`src/rtl/pfc_pkg.sv`:
```
// Shared constants and types for the padded frame CRC-7 builder.
package pfc_pkg;

    localparam int FRAME_BYTES = 64;
    localparam int CNT_W       = $clog2(FRAME_BYTES);
    localparam logic [CNT_W-1:0] CAP = CNT_W'(FRAME_BYTES - 1);
    localparam logic [7:0] CRC_POLY  = 8'h91;
    localparam int STEP_W      = 3;

    typedef struct packed {
        logic       start;
        logic       clear;
        logic [7:0] data;
    } t_crc_ctl;

    typedef struct packed {
        logic       busy;
        logic [7:0] crc;
    } t_crc_stat;

endpackage

```
`src/rtl/pfc_crc.sv`:
```
// Bit-serial reflected CRC-7 folder: one polynomial step per cycle.
module pfc_crc (
    input  logic             i_clk,
    input  logic             i_rst_n,
    input  pfc_pkg::t_crc_ctl  i_ctl,
    output pfc_pkg::t_crc_stat o_stat
);
    import pfc_pkg::*;

    logic [7:0]        r_crc;
    logic [7:0]        n_crc;
    logic [STEP_W-1:0] r_steps;
    logic [STEP_W-1:0] n_steps;

    function automatic logic [7:0] crc_step(input logic [7:0] c);
        logic [7:0] t;
        t = c[0] ? (c ^ CRC_POLY) : c;
        return {1'b0, t[7:1]};
    endfunction

    always_comb begin
        n_crc   = r_crc;
        n_steps = r_steps;
        if (i_ctl.clear) begin
            n_crc   = 8'h00;
            n_steps = '0;
        end else if (i_ctl.start) begin
            n_crc   = crc_step(r_crc ^ i_ctl.data);
            n_steps = STEP_W'(7);
        end else if (r_steps != '0) begin
            n_crc   = crc_step(r_crc);
            n_steps = r_steps - STEP_W'(1);
        end
    end

    always_ff @(posedge i_clk) begin
        if (!i_rst_n) begin
            r_crc   <= 8'h00;
            r_steps <= '0;
        end else begin
            r_crc   <= n_crc;
            r_steps <= n_steps;
        end
    end

    assign o_stat.busy = (r_steps != '0);
    assign o_stat.crc  = r_crc;

endmodule

```
`src/rtl/padded_frame_crc7_builder.sv`:
```
// Top level: frame sequencer, output register and bit-serial CRC-7 unit.
// Usage:
//   Input channel (i_in_valid/o_in_ready) carries one word: i_kind and
//   i_data_byte. Kind 0 is a message byte, kind 1 ends the message.
//   Output channel (o_out_valid/i_out_ready) carries frame bytes in send
//   order: message bytes, zero pads, then the CRC byte with o_frame_last
//   high and o_truncated set if message bytes beyond 63 were dropped.
//   Every frame is 64 bytes long.
// A taken message byte passes the pending register, then the output register.
// The input takes no word while a byte waits for output or while the CRC
//   unit, which folds one bit per cycle, is busy. An end-of-message word
//   then yields zero pads, each waiting for the CRC unit, and the CRC byte.
// Bytes beyond 63 are dropped on intake and produce no output.
// Reset clears the byte count, CRC and overflow flag and empties the output.
// A stalled receiver holds the output register; the block takes one more
//   word into its pending slot and then waits until the output frees.
module padded_frame_crc7_builder (
    input  logic       i_clk,
    input  logic       i_rst_n,
    input  logic       i_in_valid,
    output logic       o_in_ready,
    input  logic       i_kind,
    input  logic [7:0] i_data_byte,
    output logic       o_out_valid,
    input  logic       i_out_ready,
    output logic [7:0] o_out_byte,
    output logic       o_frame_last,
    output logic       o_truncated
);
    import pfc_pkg::*;

    typedef enum logic [1:0] {
        ST_IDLE,
        ST_EMIT,
        ST_PAD,
        ST_CRC
    } t_state;

    t_state           r_state, n_state;
    logic [CNT_W-1:0] r_count, n_count;
    logic             r_ovf, n_ovf;
    logic [7:0]       r_pend, n_pend;
    logic             r_out_valid, n_out_valid;
    logic [7:0]       r_out_byte, n_out_byte;
    logic             r_out_last, n_out_last;
    logic             r_out_trunc, n_out_trunc;

    t_crc_ctl  crc_ctl;
    t_crc_stat crc_stat;
    logic      slot_free;
    logic      in_take;

    pfc_crc u_crc (
        .i_clk   (i_clk),
        .i_rst_n (i_rst_n),
        .i_ctl   (crc_ctl),
        .o_stat  (crc_stat)
    );

    assign slot_free  = !r_out_valid || i_out_ready;
    assign o_in_ready = (r_state == ST_IDLE) && !crc_stat.busy;
    assign in_take    = i_in_valid && o_in_ready;

    always_comb begin
        n_state     = r_state;
        n_count     = r_count;
        n_ovf       = r_ovf;
        n_pend      = r_pend;
        n_out_valid = r_out_valid && !i_out_ready;
        n_out_byte  = r_out_byte;
        n_out_last  = r_out_last;
        n_out_trunc = r_out_trunc;
        crc_ctl     = '{start: 1'b0, clear: 1'b0, data: 8'h00};
        case (r_state)
            ST_IDLE: begin
                if (in_take) begin
                    if (i_kind) begin
                        n_state = (r_count != CAP) ? ST_PAD : ST_CRC;
                    end else if (r_count != CAP) begin
                        crc_ctl.start = 1'b1;
                        crc_ctl.data  = i_data_byte;
                        n_pend        = i_data_byte;
                        n_count       = r_count + CNT_W'(1);
                        n_state       = ST_EMIT;
                    end else begin
                        n_ovf = 1'b1;
                    end
                end
            end
            ST_EMIT: begin
                if (slot_free) begin
                    n_out_valid = 1'b1;
                    n_out_byte  = r_pend;
                    n_out_last  = 1'b0;
                    n_out_trunc = 1'b0;
                    n_state     = ST_IDLE;
                end
            end
            ST_PAD: begin
                if (slot_free && !crc_stat.busy) begin
                    crc_ctl.start = 1'b1;
                    n_out_valid   = 1'b1;
                    n_out_byte    = 8'h00;
                    n_out_last    = 1'b0;
                    n_out_trunc   = 1'b0;
                    n_count       = r_count + CNT_W'(1);
                    if (r_count == CAP - CNT_W'(1)) begin
                        n_state = ST_CRC;
                    end
                end
            end
            ST_CRC: begin
                if (slot_free && !crc_stat.busy) begin
                    crc_ctl.clear = 1'b1;
                    n_out_valid   = 1'b1;
                    n_out_byte    = crc_stat.crc;
                    n_out_last    = 1'b1;
                    n_out_trunc   = r_ovf;
                    n_count       = '0;
                    n_ovf         = 1'b0;
                    n_state       = ST_IDLE;
                end
            end
            default: begin
                n_state = ST_IDLE;
            end
        endcase
    end

    always_ff @(posedge i_clk) begin
        if (!i_rst_n) begin
            r_state     <= ST_IDLE;
            r_count     <= '0;
            r_ovf       <= 1'b0;
            r_out_valid <= 1'b0;
        end else begin
            r_state     <= n_state;
            r_count     <= n_count;
            r_ovf       <= n_ovf;
            r_out_valid <= n_out_valid;
        end
        r_pend      <= n_pend;
        r_out_byte  <= n_out_byte;
        r_out_last  <= n_out_last;
        r_out_trunc <= n_out_trunc;
    end

    assign o_out_valid  = r_out_valid;
    assign o_out_byte   = r_out_byte;
    assign o_frame_last = r_out_last;
    assign o_truncated  = r_out_trunc;

`ifndef SYNTHESIS
    a_ready_crc_idle: assert property (@(posedge i_clk) disable iff (!i_rst_n)
        o_in_ready |-> !crc_stat.busy)
        else $error("input ready while CRC unit busy");

    a_count_cap: assert property (@(posedge i_clk) disable iff (!i_rst_n)
        r_count <= CAP)
        else $error("byte count beyond frame capacity");

    a_trunc_last: assert property (@(posedge i_clk) disable iff (!i_rst_n)
        (o_out_valid && o_truncated) |-> o_frame_last)
        else $error("truncated flag on a non-final byte");

    a_crc_clear: assert property (@(posedge i_clk) disable iff (!i_rst_n)
        crc_ctl.clear |=> (r_count == '0 || $past(in_take)) && !r_ovf)
        else $error("state not cleared after frame close");
`endif

endmodule
```
`config.mk`:
```
export PLATFORM = sky130hd
export DESIGN_NAME = padded_frame_crc7_builder
export DESIGN_NICKNAME = d
export VERILOG_FILES = /design/src/rtl/pfc_pkg.sv /design/src/rtl/pfc_crc.sv /design/src/rtl/padded_frame_crc7_builder.sv
export SDC_FILE = /design/constraint.sdc
export NUM_CORES = 1
export LEC_CHECK = 0
export BUFFER_PORTS_ARGS = -buffer_cell sky130_fd_sc_hd__clkbuf_2
export CORE_MARGIN = 1
export CORE_UTILIZATION = 50
export DETAILED_ROUTE_END_ITERATION = 7
export GPL_TIMING_DRIVEN = 1
export HOLD_SLACK_MARGIN = 0.12
export PLACE_DENSITY = 0.73
export SLEW_MARGIN = 20
export SYNTH_ARGS = -nofsm -noshare
export SYNTH_HDL_FRONTEND = slang
export SYNTH_SLANG_ARGS = --single-unit
```
`constraint.sdc`:
```
create_clock -name i_clk -period 2.1 [get_ports i_clk]
set_input_delay 0.21 -clock i_clk [delete_from_list [all_inputs] [get_ports i_clk]]
set_output_delay 0.21 -clock i_clk [all_outputs]
set_load 0.02 [all_outputs]
```
# Yosys cells after proc, flatten, opt, wreduce, memory -nomap -nowiden
# Index checks and enable logic that the tools add are counted.
totals:
  elab_cells: 100
  inputBits: 13
  ff_bits: 38
classes:
  n_addsub: 2
  n_mux: 48
  eq_ne: 14
  bitwise_logic: 5
  reduce_logical: 21
ops:
  columns: ["op", "count"]
  rows:
  - ["8-bit two-way mux", 9]
  - ["6-bit two-way mux", 5]
  - ["8-bit case mux with 3 select lines", 1]
  - ["6-bit case mux with 3 select lines", 1]
  - ["1-bit two-way mux", 15]
  - ["2-bit two-way mux", 7]
  - ["7-bit two-way mux", 2]
  - ["2-bit != test, second input constant", 7]
  - ["6-bit AND reduction", 2]
  - ["3-bit nonzero test", 3]
  - ["2-bit case mux with 4 select lines", 1]
  - ["4-bit AND reduction", 2]
  - ["7-bit by 8-bit bitwise XOR with 8-bit output", 1]
  - ["6-bit by 1-bit adder with 6-bit output, second input constant", 1]
  - ["6-bit equality test, second input constant", 1]
  - ["3-bit two-way mux", 2]
  - ["6-bit != test, second input constant", 1]
  - ["1-bit case mux with 2 select lines", 3]
  - ["1-bit case mux with 3 select lines", 2]
  - ["5-bit AND reduction", 1]
  - ["2-bit equality test, second input constant", 2]
  - ["1-bit logical AND", 4]
  - ["2-bit nonzero test", 2]
  - ["2-bit OR reduction", 2]
  - ["other kinds (10)", 13]

# Logic depth before layout (Yosys ltp)
depth:
  word_depth: 10
  ltp_mapped: 9
  ltp_nobuf: 8

# Cells and area by module
# Synthesis repeated with hierarchy kept, for this count alone.
hier_totals:
  hier_cells: 213
  area_unflattened_um2: 2014.4
by_module_without_submodules:
  columns: ["mod", "seq_area_each_um2", "instances", "cells_per_inst", "area_per_inst_um2"]
  rows:
  - ["padded_frame_crc7_builder", 740.7, 1, 138, 1438.9]
  - ["pfc_crc", 200.2, 1, 75, 575.6]

# Least setup slack after synthesis
# Ideal clock, no wire load.
synth_path:
  path_type: "register to register"
  start: "register u_crc.r_steps[0]"
  end: "register u_crc.r_crc[5]"
  setup_ps: 79
  stages_incl_launch_ff: 10
  slack_ps: 130
  n_path_buf: 1
  synth_period_minus_slack_ps: 1970
  required_ps: 2021
  arrival_time_ps: 1890
  path_cell_list: "dfxtp_1 > inv_1 > ha_1 > nand2b_1 > clkbuf_1 > a2111o_1 > inv_2 > nand2_1 > xor2_1 > a211oi_2"
synth_via:
  elab_chain_cells: 9
  elab_cells_between_ends: 16
synth_rtl:
  columns: ["item", "line", "source"]
  rows:
  - ["from (decl)", "pfc_crc.sv:12", "logic [STEP_W-1:0] r_steps;"]
  - ["from (signal assigned)", "pfc_crc.sv:42", "r_steps <= n_steps;"]
  - ["3-bit nonzero test (*)", "pfc_crc.sv:30, pfc_crc.sv:46", null]
  - ["1-bit zero test", "padded_frame_crc7_builder.sv:61, padded_frame_crc7_builder.sv:100, padded_frame_crc7_builder.sv:113", null]
  - ["1-bit logical AND", "padded_frame_crc7_builder.sv:61", "assign o_in_ready = (r_state == ST_IDLE) && !crc_stat.busy;"]
  - ["1-bit logical AND", "padded_frame_crc7_builder.sv:62", "assign in_take = i_in_valid && o_in_ready;"]
  - ["8-bit two-way mux", "padded_frame_crc7_builder.sv:76", "if (in_take) begin"]
  - ["8-bit two-way mux", "padded_frame_crc7_builder.sv:74", "case (r_state)"]
  - ["7-bit by 8-bit bitwise XOR with 8-bit output", "pfc_crc.sv:28", "n_crc = crc_step(r_crc ^ i_ctl.data);"]
  - ["8-bit two-way mux", "pfc_crc.sv:17", "t = c[0] ? (c ^ CRC_POLY) : c;"]
  - ["7-bit two-way mux", "pfc_crc.sv:27", "end else if (i_ctl.start) begin"]
  - ["to (signal assigned)", "pfc_crc.sv:41", "r_crc <= n_crc;"]
  - ["to (decl)", "pfc_crc.sv:10", "logic [7:0] r_crc;"]
# Mark *: on every way between the ends. The rest lies on a longest branch, timed or not.
# A chain may end at the register's enable or synchronous reset.

# Final worst setup path
layout_path:
  start: "register r_state[1]"
  end: "register u_crc.r_crc[1]"
layout_via:
  elab_chain_cells: 8
  elab_cells_between_ends: 15
layout_rtl:
  columns: ["item", "line", "source"]
  rows:
  - ["from (decl)", "padded_frame_crc7_builder.sv:39", "t_state r_state, n_state;"]
  - ["from (signal assigned)", "padded_frame_crc7_builder.sv:137", "r_state <= n_state;"]
  - ["2-bit zero test", "padded_frame_crc7_builder.sv:61, padded_frame_crc7_builder.sv:74", null]
  - ["1-bit logical AND", "padded_frame_crc7_builder.sv:61", null]
  - ["1-bit logical AND", "padded_frame_crc7_builder.sv:62", null]
  - ["8-bit two-way mux", "padded_frame_crc7_builder.sv:76", null]
  - ["8-bit two-way mux", "padded_frame_crc7_builder.sv:74", null]
  - ["7-bit by 8-bit bitwise XOR with 8-bit output", "pfc_crc.sv:28", null]
  - ["8-bit two-way mux", "pfc_crc.sv:17", null]
  - ["7-bit two-way mux", "pfc_crc.sv:27", null]
# Several ways; a longest one is shown, not always the timed one.

==> impl_metrics.xml <==
<?xml version="1.0" encoding="UTF-8"?>
<metrics>
  <group name="synth">
    <metric name="post-synth-top-area-cell" unit="">sky130_fd_sc_hd__edfxtp_1</metric>
    <metric name="asyncSetResetFlopFracSynth" unit="%">0</metric>
    <metric name="synthDominantCellAreaShare" unit="%">29.5</metric>
    <metric name="synth-compound-area-share" unit="%">21.3</metric>
    <metric name="synth_mux_area_share" unit="%">0.547</metric>
    <metric name="most_common_cell_in_the_synthesized_netlist" unit="">sky130_fd_sc_hd__dfxtp_1</metric>
    <metric name="mappedNetlistNets" unit="">200</metric>
    <metric name="synth_simple_gate_area_share" unit="%">13.9</metric>
    <metric name="dominant_combinational_cell_family_by_area_after_synthesis" unit="">compound AO/OA/AOI/OAI gates</metric>
    <metric name="postSynthRegisterBits" unit="">38</metric>
    <metric name="postSynth.topFlopCell" unit="">sky130_fd_sc_hd__dfxtp_1</metric>
    <metric name="yosys.area_share.adder" unit="%">2.74</metric>
    <metric name="yosys_warnings" unit="">0</metric>
    <metric name="syn_avg_cell_area" unit="um^2">10.0</metric>
    <metric name="synthDistinctLibCells" unit="">43</metric>
    <metric name="xor_xnor_share_of_the_synthesized_area" unit="%">5.27</metric>
    <metric name="number_of_enable_type_register_cells_in_the_synthesized_netlist" unit="">18</metric>
    <metric name="netlist_top_cells_area" unit="">sky130_fd_sc_hd__edfxtp_1 (30%), sky130_fd_sc_hd__dfxtp_1 (22%), sky130_fd_sc_hd__xnor2_1 (4.8%), sky130_fd_sc_hd__o21ai_0 (4.4%), sky130_fd_sc_hd__a21oi_1 (4.1%)</metric>
    <metric name="synthesis.area" unit="um^2">1830</metric>
    <metric name="netlist_instances" unit="">183</metric>
    <metric name="yosysSeqAreaShare" unit="%">51.4</metric>
    <metric name="netlist_top_cells_count" unit="">sky130_fd_sc_hd__dfxtp_1 (20), sky130_fd_sc_hd__edfxtp_1 (18), sky130_fd_sc_hd__o21ai_0 (16)</metric>
  </group>
  <group name="global_route">
    <metric name="grt_overflow" unit="">0</metric>
    <metric name="grt_pass1_wl" unit="um">6180</metric>
    <metric name="globalRouteMet3Util" unit="%">5.11</metric>
    <metric name="globalRouteTotalUtil" unit="%">20.7</metric>
    <metric name="pin_count_of_the_biggest_net_entering_global_routing" unit="">29</metric>
    <metric name="number_of_antenna_violations_at_the_first_check_in_global_routing" unit="">0</metric>
    <metric name="grt.met1_usage" unit="%">25.2</metric>
    <metric name="gr_layer_usage_met2" unit="%">33.7</metric>
    <metric name="first_global_vias" unit="">1351</metric>
    <metric name="globalRoute.busiestLayer" unit="">met2</metric>
  </group>
  <group name="route">
    <metric name="post_drt_wl_per_cell" unit="um">13.9</metric>
    <metric name="antenna_left" unit="">0</metric>
    <metric name="drt_drc_violations_left" unit="">0</metric>
    <metric name="totalWireLength" unit="um">3730</metric>
    <metric name="route.detailed.vias_per_inst" unit="">5.51</metric>
    <metric name="num_vias" unit="">1481</metric>
    <metric name="first_iter_violations" unit="">114</metric>
    <metric name="drt-pass1-iter-count" unit="">4</metric>
  </group>
  <group name="die">
    <metric name="pin_count" unit="">25</metric>
    <metric name="die_width" unit="um">62.5</metric>
    <metric name="placeable_core_region" unit="um^2">3420</metric>
    <metric name="initial_utilization" unit="%">53.6</metric>
    <metric name="fp.dieArea" unit="um^2">3900</metric>
    <metric name="die_height" unit="um">62.5</metric>
    <metric name="num_rows" unit="">21</metric>
  </group>
  <group name="critical_path">
    <metric name="crit_path_max_incr_delay" unit="ps">420</metric>
    <metric name="crit_family" unit="">compound AO/OA/AOI/OAI gates</metric>
    <metric name="cell_chain_of_the_critical_path" unit="">or3b_4, a2111o_1, inv_2, buf_4, a31oi_1, o21ai_0, a21oi_1</metric>
    <metric name="crit_path_end_kind" unit="">register</metric>
    <metric name="cp.required" unit="ps">2330</metric>
    <metric name="cp-start-kind" unit="">register</metric>
    <metric name="critical_path.max_fanout" unit="">13</metric>
    <metric name="setup.worst_path.class" unit="">reg -&gt; reg</metric>
    <metric name="path_buf_inv" unit="">2</metric>
    <metric name="critical-path-slowest-cell" unit="">sky130_fd_sc_hd__or3b_4</metric>
    <metric name="critPathArrivalTime" unit="ps">2110</metric>
  </group>
  <group name="clock_tree">
    <metric name="post_cts.repair.setup_buffers" unit="">0</metric>
    <metric name="ctsLongestPathBuffers" unit="">2</metric>
    <metric name="tritoncts_num_sinks" unit="">38</metric>
    <metric name="worst_setup_hold_path_clk_slew" unit="ps">110</metric>
    <metric name="cts.repair.resized" unit="">0</metric>
    <metric name="buffer_type_at_the_clock_tree_root" unit="">sky130_fd_sc_hd__clkbuf_4</metric>
    <metric name="cts_tree" unit="">yes</metric>
    <metric name="worstSkewPairLatency" unit="ps">350</metric>
    <metric name="clock_tree.htree_level_count" unit="">2</metric>
    <metric name="cts-buffers-inserted" unit="">5</metric>
  </group>
  <group name="power_and_ir_drop">
    <metric name="maximum_vdd_drop" unit="mV">0.565</metric>
    <metric name="clock_power_share" unit="%">21.5</metric>
    <metric name="swShare" unit="%">38.1</metric>
    <metric name="power_per_cell_area" unit="nW/um^2">1300</metric>
    <metric name="seqPwrFrac" unit="%">39.3</metric>
    <metric name="power.net_switching" unit="W">0.00111</metric>
    <metric name="p_comb_share" unit="%">39.2</metric>
    <metric name="power_leakage" unit="nW">0.850</metric>
    <metric name="power_internal" unit="W">0.00180</metric>
  </group>
  <group name="sta">
    <metric name="grt_setup_unrepaired" unit="">false</metric>
    <metric name="finalWorstPathRequiredPeriod" unit="ps">1880</metric>
    <metric name="fmax" unit="MHz">531</metric>
    <metric name="layout_worst_path_cycle_share" unit="%">89.7</metric>
    <metric name="finalClockSkew" unit="ps">2.79</metric>
    <metric name="final-hold-violation-count" unit="">0</metric>
    <metric name="maxSlewViolCount" unit="">0</metric>
    <metric name="worst_slew_pin_slew" unit="ps">450</metric>
    <metric name="max-slew-margin-rel" unit="%">70.0</metric>
    <metric name="final.setup.tns" unit="ps">0</metric>
    <metric name="report.final.setup_viol" unit="">0</metric>
  </group>
  <group name="hold_path">
    <metric name="hold_path.class" unit="">in -&gt; reg</metric>
  </group>
  <group name="layout">
    <metric name="final_layout_size_suffix_gt1_share" unit="%">22.4</metric>
    <metric name="filler_cell_count" unit="">263</metric>
    <metric name="area_growth" unit="%">21.8</metric>
    <metric name="antenna_cells" unit="">0</metric>
    <metric name="design.final.nets" unit="">239</metric>
    <metric name="final_util" unit="%">65.2</metric>
  </group>
  <group name="flow_run">
    <metric name="max_cap_violations" unit="">0</metric>
  </group>
  <group name="outcome">
    <metric name="status" unit="">finished clean</metric>
  </group>
  <group name="place">
    <metric name="place_congestion" unit="">0.838</metric>
    <metric name="total_half_perimeter_wirelength_after_legalization_and_detailed_placement" unit="um">2650</metric>
    <metric name="buffers_added_on_ports" unit="">24</metric>
  </group>
</metrics>
[power by group through the flow]
stage | clock network [W] | registers, W | logic, W
floorplan | 0 | 0.00118 | 0.000759
global placement | 0 | 0.00115 | 0.00106
detailed placement | 0 | 0.00116 | 0.00112
CTS | 0.000641 | 0.00114 | 0.00113
global route | 0.000682 | 0.00116 | 0.00126
finish | 0.000626 | 0.00114 | 0.00114
[tightest hold or removal path, cell delays in order]
cell,delay (ps)
sky130_fd_sc_hd__clkbuf_2,80
sky130_fd_sc_hd__nand2b_1,130
sky130_fd_sc_hd__a21boi_0,90
[logic make-up (layout without fill, tap and decap cells)]
family,after synthesis,in the layout
buffers and inverters,23,63
AO/OA/AOI/OAI,56,56
AND/OR/NAND/NOR,50,50
XOR/XNOR,11,11
multiplexers,1,1
flip-flops,38,38
adder cells (fa/ha/maj),4,4
[state kept, by name (all words and copies together) (netlist names)]
register	cells
o_out_byte	8
u_crc.r_steps	3
o_out_valid	1
r_pend	8
r_count	6
r_state	2
u_crc.r_crc	7
o_truncated	1
r_ovf	1
o_frame_last	1
[metrics by stage]
stage | instances | hold slack, ps | total power [W] | area [um^2] | setup slack [ps]
2_1_floorplan | 183 | 309 | 0.00194 | 1830 | 130
3_3_place_gp | 252 | 412 | 0.00221 | 2030 | 318
3_5_place_dp | 252 | 420 | 0.00227 | 2030 | 236
4_1_cts | 269 | 182 | 0.00292 | 2230 | 217
5_1_grt | 269 | 223 | 0.00311 | 2230 | 108
6_report | 269 | 195 | 0.00291 | 2230 | 216
[cells in the final DEF, fill, tap and decap left out, types with 2 or more instances in the layout]
cell / n
sky130_fd_sc_hd__bufinv_16: 2
sky130_fd_sc_hd__a31oi_1: 6
sky130_fd_sc_hd__a21boi_0: 2
sky130_fd_sc_hd__clkbuf_4: 5
sky130_fd_sc_hd__a21oi_1: 15
sky130_fd_sc_hd__a22oi_1: 2
sky130_fd_sc_hd__inv_1: 13
sky130_fd_sc_hd__nand2b_1: 2
sky130_fd_sc_hd__dfxtp_1: 20
sky130_fd_sc_hd__o21ai_0: 16
sky130_fd_sc_hd__nor3_1: 4
sky130_fd_sc_hd__dlygate4sd3_1: 9
sky130_fd_sc_hd__edfxtp_1: 18
sky130_fd_sc_hd__ha_1: 4
sky130_fd_sc_hd__buf_4: 8
sky130_fd_sc_hd__nor2b_1: 4
sky130_fd_sc_hd__nand2_1: 11
sky130_fd_sc_hd__clkbuf_2: 24
sky130_fd_sc_hd__nand3_1: 10
sky130_fd_sc_hd__nor2_1: 10
sky130_fd_sc_hd__xnor2_1: 10
sky130_fd_sc_hd__a211oi_1: 4
[cell type report]
| class | instances | area (um^2) | area share, % |
|---|---|---|---|
| Sequential cell | 38 | 941 | 42.2 |
| Multi-Input combinational cell | 122 | 800 | 35.9 |
| Timing Repair Buffer | 41 | 270 | 12.1 |
| Clock inverter | 3 | 68.8 | 3.09 |
| Tap cell | 46 | 57.6 | 2.58 |
| Inverter | 14 | 52.6 | 2.36 |
| Clock buffer | 5 | 37.5 | 1.69 |
[final timing paths]
kind / cells after the start / start / slack, ps / end
worst max-delay path: 7 / r_state[1] / 220 / u_crc.r_crc[1]
worst min-delay path: 3 / i_out_ready / 200 / o_out_valid
worst max register to register: 7 / r_state[1] / 220 / u_crc.r_crc[1]
worst min register to register: 2 / r_ovf / 480 / r_ovf
[metal layers]
layer,share of wire [%],up-vias
li1,-,735
met1,43,690
met2,50,48
met3,5.4,8
met4,1.6,0
met5,0,-
[what timing repair did]
item | 4_1_cts | 5_1_grt
endpoints found under the hold margin | 9 | 0
endpoints found under the setup margin | 0 | 0
hold buffers | 9 | 0
No activity file was read; power rests on OpenSTA's default activity.
